--- src/rtl/mtgl_pkg.sv ---
// shared types and constants for the multibyte text glyph locator
`timescale 1ns / 1ps
`default_nettype none

package mtgl_pkg;

  localparam logic [1:0] MODE_ASCII = 2'd0;
  localparam logic [1:0] MODE_SJIS  = 2'd1;
  localparam logic [1:0] MODE_EUC   = 2'd2;
  localparam logic [1:0] MODE_LARGE = 2'd3;

  localparam logic [11:0] PEN_MAX  = 12'd4095;
  localparam logic [12:0] PEN_STEP = 13'd8;

  localparam logic [21:0] NAT_BASE = 22'd4096;
  localparam logic [21:0] ROW_LEN  = 22'd94;
  localparam logic [19:0] HALF_OFS = 20'd16;

  localparam int IN_DATA_W  = 24;
  localparam int OUT_DATA_W = 40;

  typedef enum logic [1:0] {
    REQ_SINGLE,
    REQ_PAIR,
    REQ_LARGE
  } req_t;

  typedef struct packed {
    req_t       req;
    logic [1:0] mode;
    logic [7:0] code;
    logic [7:0] lead;
    logic [11:0] pen;
  } item_t;

  typedef struct packed {
    logic [12:0] x;
    logic        table_sel;
    logic [19:0] offset;
    logic        kind;
    logic        last;
  } res_t;

endpackage

`default_nettype wire

--- src/rtl/mtgl_decode.sv ---
// input stage: lead byte and pen tracking, request classification
`timescale 1ns / 1ps
`default_nettype none

module mtgl_decode
  import mtgl_pkg::*;
(
  input  wire logic                 clk,
  input  wire logic                 rst_n,
  input  wire logic                 cfg_wen,
  input  wire logic [1:0]           cfg_wdata,
  input  wire logic                 in_tvalid,
  output logic                      in_tready,
  input  wire logic [IN_DATA_W-1:0] in_tdata,
  input  wire logic                 in_tuser,
  output logic                      item_valid,
  output item_t                     item,
  input  wire logic                 item_ready
);

  logic [1:0]  mode_r;
  logic [7:0]  lead_r;
  logic [11:0] pen_r;
  logic        s1_v_r;
  item_t       item_r;

  logic [7:0]  code;
  logic [11:0] px;
  logic [12:0] px_sum;
  logic [11:0] pen_nxt;
  logic [7:0]  lead_nxt;
  logic        is_lead;
  logic        emit;
  req_t        req;
  logic        accept;

  assign code   = in_tdata[7:0];
  assign px     = in_tuser ? in_tdata[19:8] : pen_r;
  assign px_sum = {1'b0, px} + PEN_STEP;
  assign pen_nxt = px_sum[12] ? PEN_MAX : px_sum[11:0];

  always_comb begin
    case (mode_r)
      MODE_SJIS:  is_lead = code inside {[8'h81:8'h9f], [8'he0:8'hfc]};
      MODE_EUC:   is_lead = code inside {[8'h81:8'hfe]};
      MODE_LARGE: is_lead = code inside {[8'ha1:8'hfe]};
      default:    is_lead = 1'b0;
    endcase
  end

  always_comb begin
    req      = REQ_SINGLE;
    emit     = 1'b1;
    lead_nxt = lead_r;
    if (mode_r == MODE_ASCII) begin
      req = REQ_SINGLE;
    end else if (lead_r == 8'd0) begin
      if (is_lead) begin
        emit     = 1'b0;
        lead_nxt = code;
      end
    end else begin
      lead_nxt = 8'd0;
      req      = (mode_r == MODE_LARGE) ? REQ_LARGE : REQ_PAIR;
    end
  end

  assign in_tready  = !s1_v_r || item_ready;
  assign accept     = in_tvalid && in_tready;
  assign item_valid = s1_v_r;
  assign item       = item_r;

  always_ff @(posedge clk) begin
    if (!rst_n) begin
      mode_r <= MODE_ASCII;
      lead_r <= 8'd0;
      pen_r  <= 12'd0;
      s1_v_r <= 1'b0;
    end else begin
      if (cfg_wen) begin
        mode_r <= cfg_wdata;
      end
      if (accept) begin
        lead_r <= lead_nxt;
        pen_r  <= pen_nxt;
        s1_v_r <= emit;
      end else if (item_ready) begin
        s1_v_r <= 1'b0;
      end
    end
  end

  always_ff @(posedge clk) begin
    if (accept) begin
      item_r.req  <= req;
      item_r.mode <= mode_r;
      item_r.code <= code;
      item_r.lead <= lead_r;
      item_r.pen  <= px;
    end
  end

`ifndef SYNTHESIS
  a_lead_high: assert property (@(posedge clk) disable iff (!rst_n)
    lead_r != 8'd0 |-> lead_r[7])
    else $error("pending lead below 0x80");

  a_pen_step: assert property (@(posedge clk) disable iff (!rst_n)
    accept && !in_tuser && pen_r < 12'd4088 |=> pen_r == $past(pen_r) + 12'd8)
    else $error("pen did not advance by one cell");

  a_item_hold: assert property (@(posedge clk) disable iff (!rst_n)
    s1_v_r && !item_ready |=> s1_v_r)
    else $error("stalled item dropped");
`endif

endmodule

`default_nettype wire

--- src/rtl/mtgl_emit.sv ---
// offset arithmetic and two-entry result register feeding the output channel
`timescale 1ns / 1ps
`default_nettype none

module mtgl_emit
  import mtgl_pkg::*;
(
  input  wire logic                  clk,
  input  wire logic                  rst_n,
  input  wire logic                  item_valid,
  input  item_t                      item,
  output logic                       item_ready,
  output logic                       out_tvalid,
  input  wire logic                  out_tready,
  output logic [OUT_DATA_W-1:0]      out_tdata,
  output logic [1:0]                 out_tuser,
  output logic                       out_tlast
);

  logic [1:0] cnt_r;
  logic [1:0] cnt_nxt;
  res_t       slot0_r;
  res_t       slot1_r;

  logic [9:0]  k;
  logic [9:0]  t;
  logic [9:0]  lead10;
  logic [9:0]  code10;
  logic [21:0] idx;
  logic [21:0] off;
  logic [12:0] x_here;
  logic [12:0] x_prev;
  res_t        r0;
  res_t        r1;
  logic        load;
  logic        out_hs;

  assign lead10 = {2'b00, item.lead};
  assign code10 = {2'b00, item.code};

  always_comb begin
    if (item.mode == MODE_SJIS) begin
      if (item.lead inside {[8'h81:8'h9f]}) begin
        k = (lead10 - 10'h081) << 1;
      end else begin
        k = ((lead10 - 10'h0e0) << 1) + 10'd62;
      end
      if (item.code inside {[8'h40:8'h7e]}) begin
        t = code10 - 10'h040;
      end else if (item.code inside {[8'h80:8'h9e]}) begin
        t = code10 - 10'h080 + 10'd63;
      end else begin
        t = code10 - 10'h09f;
        k = k + 10'd1;
      end
    end else begin
      k = lead10 - 10'h0a1;
      t = code10 - 10'h0a1;
    end
  end

  assign idx    = {{12{k[9]}}, k} * ROW_LEN + {{12{t[9]}}, t};
  assign off    = (idx << 5) + ((item.req == REQ_PAIR) ? NAT_BASE : 22'd0);
  assign x_here = {1'b0, item.pen};
  assign x_prev = x_here - PEN_STEP;

  always_comb begin
    r0      = '0;
    r1      = '0;
    cnt_nxt = 2'd1;
    case (item.req)
      REQ_PAIR: begin
        r0 = '{x: x_prev, table_sel: 1'b1, offset: off[19:0], kind: 1'b0, last: 1'b0};
        r1 = '{x: x_here, table_sel: 1'b1, offset: off[19:0] + HALF_OFS,
               kind: 1'b0, last: 1'b1};
        cnt_nxt = 2'd2;
      end
      REQ_LARGE: begin
        r0 = '{x: x_prev, table_sel: 1'b1, offset: off[19:0], kind: 1'b1, last: 1'b1};
      end
      default: begin
        r0 = '{x: x_here,
               table_sel: (item.mode == MODE_SJIS) || (item.mode == MODE_EUC),
               offset: {8'd0, item.code, 4'd0}, kind: 1'b0, last: 1'b1};
      end
    endcase
  end

  assign out_tvalid = cnt_r != 2'd0;
  assign out_hs     = out_tvalid && out_tready;
  assign item_ready = (cnt_r == 2'd0) || (cnt_r == 2'd1 && out_tready);
  assign load       = item_valid && item_ready;

  always_ff @(posedge clk) begin
    if (!rst_n) begin
      cnt_r <= 2'd0;
    end else if (load) begin
      cnt_r <= cnt_nxt;
    end else if (out_hs) begin
      cnt_r <= cnt_r - 2'd1;
    end
  end

  always_ff @(posedge clk) begin
    if (load) begin
      slot0_r <= r0;
      slot1_r <= r1;
    end else if (out_hs) begin
      slot0_r <= slot1_r;
    end
  end

  assign out_tdata = {7'd0, slot0_r.offset, slot0_r.x};
  assign out_tuser = {slot0_r.kind, slot0_r.table_sel};
  assign out_tlast = slot0_r.last;

`ifndef SYNTHESIS
  a_cnt_range: assert property (@(posedge clk) disable iff (!rst_n)
    cnt_r != 2'd3)
    else $error("result count out of range");

  a_pair_order: assert property (@(posedge clk) disable iff (!rst_n)
    cnt_r == 2'd2 |-> !slot0_r.last && slot1_r.last)
    else $error("pair held with wrong last marking");

  a_large_last: assert property (@(posedge clk) disable iff (!rst_n)
    out_tvalid && out_tuser[1] |-> out_tlast && out_tuser[0])
    else $error("large glyph not single national beat");
`endif

endmodule

`default_nettype wire

--- src/rtl/multibyte_text_glyph_locator.sv ---
// Path: an accepted byte is registered in the decode item register, then loaded into the emit
//   result slots, from which its first result beat is offered; a stalled emit stage holds it back.
// Throughput: one byte per cycle while out_tready stays high, when it makes at most one result; a
//   byte that makes two results holds the single output channel until both its beats are taken.
// Lead bytes make no result.
// Reset (rst_n low, synchronous) clears lang mode to ascii, the pending lead,
//   the pen x and all pipeline valid flags.
`timescale 1ns / 1ps
`default_nettype none

module multibyte_text_glyph_locator
  import mtgl_pkg::*;
(
  input  wire logic                  clk,
  input  wire logic                  rst_n,
  input  wire logic                  cfg_wen,
  input  wire logic [1:0]            cfg_wdata,  // lang_mode
  input  wire logic                  in_tvalid,
  output logic                       in_tready,
  input  wire logic [IN_DATA_W-1:0]  in_tdata,   // code_byte[7:0], start_x[19:8], zero pad
  input  wire logic                  in_tuser,   // new_string
  output logic                       out_tvalid,
  input  wire logic                  out_tready,
  output logic [OUT_DATA_W-1:0]      out_tdata,  // glyph_x[12:0], glyph_offset[32:13], zero pad
  output logic [1:0]                 out_tuser,  // font_table[0], glyph_kind[1]
  output logic                       out_tlast   // last
);

  logic  item_valid;
  logic  item_ready;
  item_t item;

  mtgl_decode u_decode (
    .clk        (clk),
    .rst_n      (rst_n),
    .cfg_wen    (cfg_wen),
    .cfg_wdata  (cfg_wdata),
    .in_tvalid  (in_tvalid),
    .in_tready  (in_tready),
    .in_tdata   (in_tdata),
    .in_tuser   (in_tuser),
    .item_valid (item_valid),
    .item       (item),
    .item_ready (item_ready)
  );

  mtgl_emit u_emit (
    .clk        (clk),
    .rst_n      (rst_n),
    .item_valid (item_valid),
    .item       (item),
    .item_ready (item_ready),
    .out_tvalid (out_tvalid),
    .out_tready (out_tready),
    .out_tdata  (out_tdata),
    .out_tuser  (out_tuser),
    .out_tlast  (out_tlast)
  );

endmodule

`default_nettype wire
--- config.mk ---
export PLATFORM = sky130hd
export DESIGN_NAME = multibyte_text_glyph_locator
export DESIGN_NICKNAME = d
export VERILOG_FILES = /design/src/rtl/mtgl_pkg.sv /design/src/rtl/mtgl_decode.sv /design/src/rtl/mtgl_emit.sv /design/src/rtl/multibyte_text_glyph_locator.sv
export SDC_FILE = /design/constraint.sdc
export NUM_CORES = 1
export LEC_CHECK = 0
export BUFFER_PORTS_ARGS = -buffer_cell sky130_fd_sc_hd__buf_2
export CAP_MARGIN = 15
export CORE_ASPECT_RATIO = 1.2
export CORE_MARGIN = 2
export CORE_UTILIZATION = 35
export DETAILED_ROUTE_END_ITERATION = 16
export SYNTH_ARGS = -nofsm -noshare
export SYNTH_HDL_FRONTEND = slang
export SYNTH_HIERARCHICAL = 1
export SYNTH_SLANG_ARGS = --single-unit
--- constraint.sdc ---
create_clock -name clk -period 9.57 [get_ports clk]
set_input_delay 0.957 -clock clk [delete_from_list [all_inputs] [get_ports clk]]
set_output_delay 0.957 -clock clk [all_outputs]
set_load 0.05 [all_outputs]
# After elaboration in Yosys (flattened, before gate mapping)
# Cells that the tools add are included.
# totals
output_inout_bits	45
input_bits	32
register_bits	129
word_cells	111
# classes
bitwise_logic	1
mux	27
magnitude_cmp	12
n_eq_ne	9
reduce_logical	24
mul	1
n_addsub	16
# ops
operator	n
2-to-1 mux 10 bit	8
2-to-1 mux 36 bit	2
one-hot mux 36 bit (2 select lines)	1
subtractor 8 x 8 -> 9 bit, second input constant	6
>= comparator 8 bit, second input constant	5
less-or-equal comparator 8 bit, second input constant	5
2-to-1 mux 12 bit	2
2-to-1 mux 23 bit	1
multiplier 22 x 6 -> 14 bit, second input constant	1
adder 10 x 6 -> 10 bit, second input constant	2
adder 20 bit	1
adder 20 x 5 -> 20 bit, second input constant	1
2-to-1 mux 8 bit	2
adder 15 bit	1
adder 12 x 4 -> 13 bit, second input constant	1
2-to-1 mux 13 bit	1
subtractor 12 x 4 -> 13 bit, second input constant	1
logical AND 1 bit	11
adder 10 x 1 -> 10 bit, second input constant	1
subtractor 8 x 7 -> 9 bit, second input constant	1
equality test 2 x 1 -> 1 bit, second input constant	4
equality test 2 bit, second input constant	4
>= comparator 8 x 7 -> 1 bit, second input constant	1
less-or-equal comparator 8 x 7 -> 1 bit, second input constant	1
other kinds (13)	26

# Longest topological paths before layout
# logic_depth
word_depth	13
depth_mapped	30
depth_no_buf	30

# By module
# The synthesis kept the hierarchy.
# modules_own_cells
mod	area_each_um2	cells_per_inst	n_inst	seq_area_each_um2
mtgl_emit	5947.0	622	1	1871.8
mtgl_decode	2417.3	202	1	1421.4

# Worst setup path before layout
# Ideal clock, no wire load.
# synth_path
path_type	register to register
startpoint	reg u_decode.item_r (netlist bit u_decode/item[12])
endpoint	reg u_emit.slot0_r (netlist bit u_emit/out_tdata[32]) (data pin)
n_path_buf	1
setup_slack_ps	3142
synth_period_minus_slack_ps	6428
t_arrival_ps	6171
setup_time_ps	258
required_time_ps	9312
path_stages_with_launch	27
path_cell_list	edfxtp_1 > inv_1 > ha_1 > or4b_1 > and3_1 > o21a_1 > or2_1 > buf_6 > fa_1 > inv_1 > fa_1 > inv_1 > fa_1 > inv_1 > ha_1 > a21oi_1 > xnor2_1 > ha_1 > a21oi_1 > o211ai_1 > a311oi_1 > o21bai_1 > a21oi_1 > xnor3_1 > xor2_1 > xnor2_1 > o21ai_1
# synth_between
elab_chain_len	13
elab_cells_between_ends	18
classes_between	7 x add/sub; 1 x mul; 2 x order compare; 7 x mux; 1 x reduce/logical
# synth_rtl
item	line_no	text
start, declared	mtgl_decode.sv:25	item_t item_r;
subtractor 8 x 8 -> 9 bit, or another cell as far along	mtgl_emit.sv:46	k = ((lead10 - 10'h0e0) << 1) + 10'd62;
adder 10 x 6 -> 10 bit / logical AND 1 bit (equally long branches)	mtgl_emit.sv:46, mtgl_emit.sv:43	
2-to-1 mux 10 bit	mtgl_emit.sv:43	if (item.lead inside {[8'h81:8'h9f]}) begin
2-to-1 mux 10 bit	mtgl_emit.sv:42	if (item.mode == MODE_SJIS) begin
adder 10 x 1 -> 10 bit	mtgl_emit.sv:54	k = k + 10'd1;
2-to-1 mux 10 bit	mtgl_emit.sv:50	end else if (item.code inside {[8'h80:8'h9e]}) begin
2-to-1 mux 10 bit	mtgl_emit.sv:48	if (item.code inside {[8'h40:8'h7e]}) begin
2-to-1 mux 10 bit *	mtgl_emit.sv:42	
multiplier 22 x 6 -> 14 bit *	mtgl_emit.sv:62	assign idx = {{12{k[9]}}, k} * ROW_LEN + {{12{t[9]}}, t};
adder 15 bit *	mtgl_emit.sv:62	
adder 20 bit *	mtgl_emit.sv:63	assign off = (idx << 5) + ((item.req == REQ_PAIR) ? NAT_BASE : 22'd0);
one-hot mux 36 bit (2 select lines) *	mtgl_emit.sv:71	case (item.req)
2-to-1 mux 36 bit *	mtgl_emit.sv:105	if (load) begin
end signal, assigned	mtgl_emit.sv:106	slot0_r <= r0;
end signal, assigned	mtgl_emit.sv:109	slot0_r <= slot1_r;
end, declared	mtgl_emit.sv:22	res_t slot0_r;
# Every way passes the cells marked *; elsewhere a longest branch is shown, timed or not. The select of a mux whose other input is x is not followed.
# A chain may end at the register's enable or synchronous reset.

# Worst setup path after layout
# layout_path
startpoint	reg u_decode.item_r (netlist bit u_decode/item[27])
endpoint	reg u_emit.slot0_r (netlist bit u_emit/out_tdata[32]) (data pin)
# layout_between
elab_chain_len	10
elab_cells_between_ends	22
classes_between	7 x add/sub; 1 x mul; 4 x order compare; 8 x mux; 2 x reduce/logical
# layout_rtl
item	line_no
>= comparator 8 bit / less-or-equal comparator 8 bit (equally long branches)	mtgl_emit.sv:50
logical AND 1 bit	mtgl_emit.sv:50
2-to-1 mux 10 bit	mtgl_emit.sv:50
2-to-1 mux 10 bit	mtgl_emit.sv:48
2-to-1 mux 10 bit	mtgl_emit.sv:42
multiplier 22 x 6 -> 14 bit	mtgl_emit.sv:62
adder 15 bit *	mtgl_emit.sv:62
adder 20 bit *	mtgl_emit.sv:63
one-hot mux 36 bit (2 select lines) *	mtgl_emit.sv:71
2-to-1 mux 36 bit *	mtgl_emit.sv:105
# Every way passes the cells marked *; elsewhere a longest branch is shown, timed or not.

==> out/qor.txt <==
Status - complete, no violations
Post-Place Cells - 1180
Worst path bufs/invs - 3
Post-CTS Setup Inserts - 0
Worst skew pair latency - 420 ps
CTS Hold Bufs - 0
Post-placement setup slack - 2474 ps
Final GP Congestion - 0.8415
First-pass DRT Iterations - 4
HP Start - u_decode/lead_r[0]
GRT Overall Usage - 13.81%
Area after DPL - 8921 um2
CTS max path bufs - 2
CP max-delay cell - edfxtp_1
Yosys reg bits - 118
H-tree levels - 4
Worst Setup Start Kind - register
DR WL met2 - 7862 um
R2R cell count - 27
Number of vias per cell - 4.970
Chip height - 173.3 um
Maximum clock frequency - 141.5 MHz
Routed len/inst - 13.89 um
Mapped Area - 8364 um2
Most frequent cells in the layout - edfxtp_1 (93), nand2_1 (80), inv_1 (74), ha_1 (62), buf_2 (61)
Core area - 23350 um2
Final Hold Vio Count - 0
Rel. slew slack - 41.29%
# diodes - 0
Clock Tree Root - clkbuf_16
Final WS setup - 2504 ps
Yosys warns - 6
R2R Setup Slk - 2500 ps
Ys async rst share - 0%
Drt drc - 0
Max cap viols - 0
Post-layout instance area - 9554 um2
Top Metal Used - met4
CP endpoint kind - register
DRT iter0 DRCs - 359
Distinct cells, synth - 86
Starting density of the core - 35.81%
Layout cells sized above 1 - 15.50%
Worst slew pin tran - 871.4 ps
Period utilization - 73.84%
Detailed Place HPWL - 12680 um
Slew Limit Fails - 0
Layout Nets - 1002
Vias - 6024
Setup_tns - 0 ps
Worst hold path type - reg -> reg
Grt ovf - 0
Worst path max stage delay - 560 ps
Synthesis-to-finish area growth - 14.23%
Kind of critical path - reg -> reg
Vias in the first global route - 5760
Hold path depth - 0
Setup Skew - 13.70 ps
Final setup vio count - 0
Met3 routed WL - 486 um
Highest fanout seen on the critical path - 10
Avg Cell Area, Syn - 10.15 um2
Post-route insts no fill - 1212
Register area share after synthesis - 39.37%
First-pass GRT wire length - 28570 um
Worst EP arrival - 7220 ps
Primary FF master, synth - edfxtp_1
EDFF count, synth - 93
CTS tree - yes
Final wirelength - 16830 um
RR Endpoint - u_emit/out_tdata[32]
CP dominant cell by count - ha_1
Met1 WL - 8274 um
Row Count - 61
WP data required - 9730 ps
Cells after Synth - 824
Final-layout fill cell count - 2327
Clock net sink count - 118
Min-Delay Endpoint - u_decode/item[12]
Delay-heaviest family, CP - compound AO/OA/AOI/OAI gates
Initial antenna violation count - 0
Die W - 145.1 um
RR Startpoint - u_decode/item[27]
Commonest non-fill, non-tap cell in the layout - edfxtp_1
Crit path time final - 7066 ps
Die Footprint - 25160 um2
RSZ-0062 raised after global routing - false
PortBufs - 61
CTS Buf Count - 17
Final ANT Viol Nets - 0
Io pins - 77
Clock-pin slew on the worst setup and hold paths - 50 ps
Resized cells post-CTS - 0
Largest net degree at the start of global routing - 38
through the flow:
| step | utilization, % | hold WS [ps] |
|---|---|---|
| after floorplan | - | 402.9 |
| after global placement | 38.20 | 451.8 |
| after detailed placement | 38.20 | 445.6 |
| after CTS | 40.91 | 457.9 |
| after global routing | 40.91 | 468.7 |
| final | 40.91 | 455.7 |
area by class of cell:
| cell class | count | area (um2) | area share (%) |
|---|---|---|---|
| clock inverters | 9 | 175.2 | 1.833 |
| multi-input cells | 605 | 4602 | 48.17 |
| inverters | 75 | 281.5 | 2.947 |
| flip-flops and latches | 118 | 3293 | 34.47 |
| well taps | 315 | 394.1 | 4.125 |
| clock buffers | 23 | 457.9 | 4.793 |
| repair buffers | 67 | 350.3 | 3.667 |
synthesized netlist by cell type, types with 3 or more instances:
master	n	area share, %
xnor2_1	39	4.1
ha_1	62	9.3
a41oi_1	3	0.31
nand3_1	18	1.1
a21o_1	6	0.54
buf_2	3	0.18
xor2_1	14	1.5
mux2_2	12	1.6
a311oi_1	5	0.52
o21ai_1	3	0.18
a211oi_1	3	0.27
and3_1	4	0.30
buf_4	11	0.99
or3_1	4	0.30
o21a_1	12	1.1
o21bai_1	5	0.45
o31ai_1	5	0.45
o22ai_1	6	0.45
buf_6	6	0.81
o211ai_1	6	0.54
o21ai_0	48	2.9
dfxtp_1	25	6.0
clkbuf_1	16	0.72
inv_1	74	3.3
nand2b_1	7	0.52
a31oi_1	9	0.67
and2_1	24	1.8
a21oi_1	32	1.9
nand4_1	9	0.67
nand3b_1	4	0.36
fa_1	24	5.7
nand2_1	80	3.6
nor2_1	51	2.3
nor4b_1	3	0.31
mux2i_1	7	0.84
nor3_1	16	0.96
or4_1	3	0.27
edfxtp_1	93	33
nor3b_1	4	0.36
a221oi_1	6	0.63
o221a_2	4	0.54
how the worst max path moves through the flow:
stage                     cells past startpoint               from                    to
after floorplan                              26  u_decode/item[12]  u_emit/out_tdata[32]
after global placement                       25  u_decode/item[12]  u_emit/out_tdata[32]
after detailed placement                     25  u_decode/item[12]  u_emit/out_tdata[32]
after CTS                                    25  u_decode/item[12]  u_emit/out_tdata[32]
after global routing                         27  u_decode/item[27]  u_emit/out_tdata[32]
final                                        27  u_decode/item[27]  u_emit/out_tdata[32]
layer usage:
layer	vias to the layer above	track usage (%)
li1	3058	-
met1	2842	18.83
met2	110	22.46
met3	14	2.000
met4	0	4.943
met5	-	0
state kept, by name (all words and copies together) (netlist names), 2 cells and up:
register,count
u_decode/lead_r,8
u_decode/item,32
u_emit/out_tdata,29
u_decode/mode_r,2
u_emit/slot1_r,29
u_emit/cnt_r,2
u_emit/out_tuser,2
u_decode/pen_r,12
logic make-up after synthesis:
group	count (synthesis)	synth area share [%]
DFF	118	39.37
adders and majority gates	86	15.02
AOI/OAI and AO/OA	182	15.32
and+or+nand+nor	252	15.72
buffers and inverters	111	6.058
other	1	0.04483
xor gates and xnor gates	55	6.014
muxes	19	2.453
Power is not shown: default switching activity piles up to over one toggle a cycle in this logic, so the estimate is an artifact.
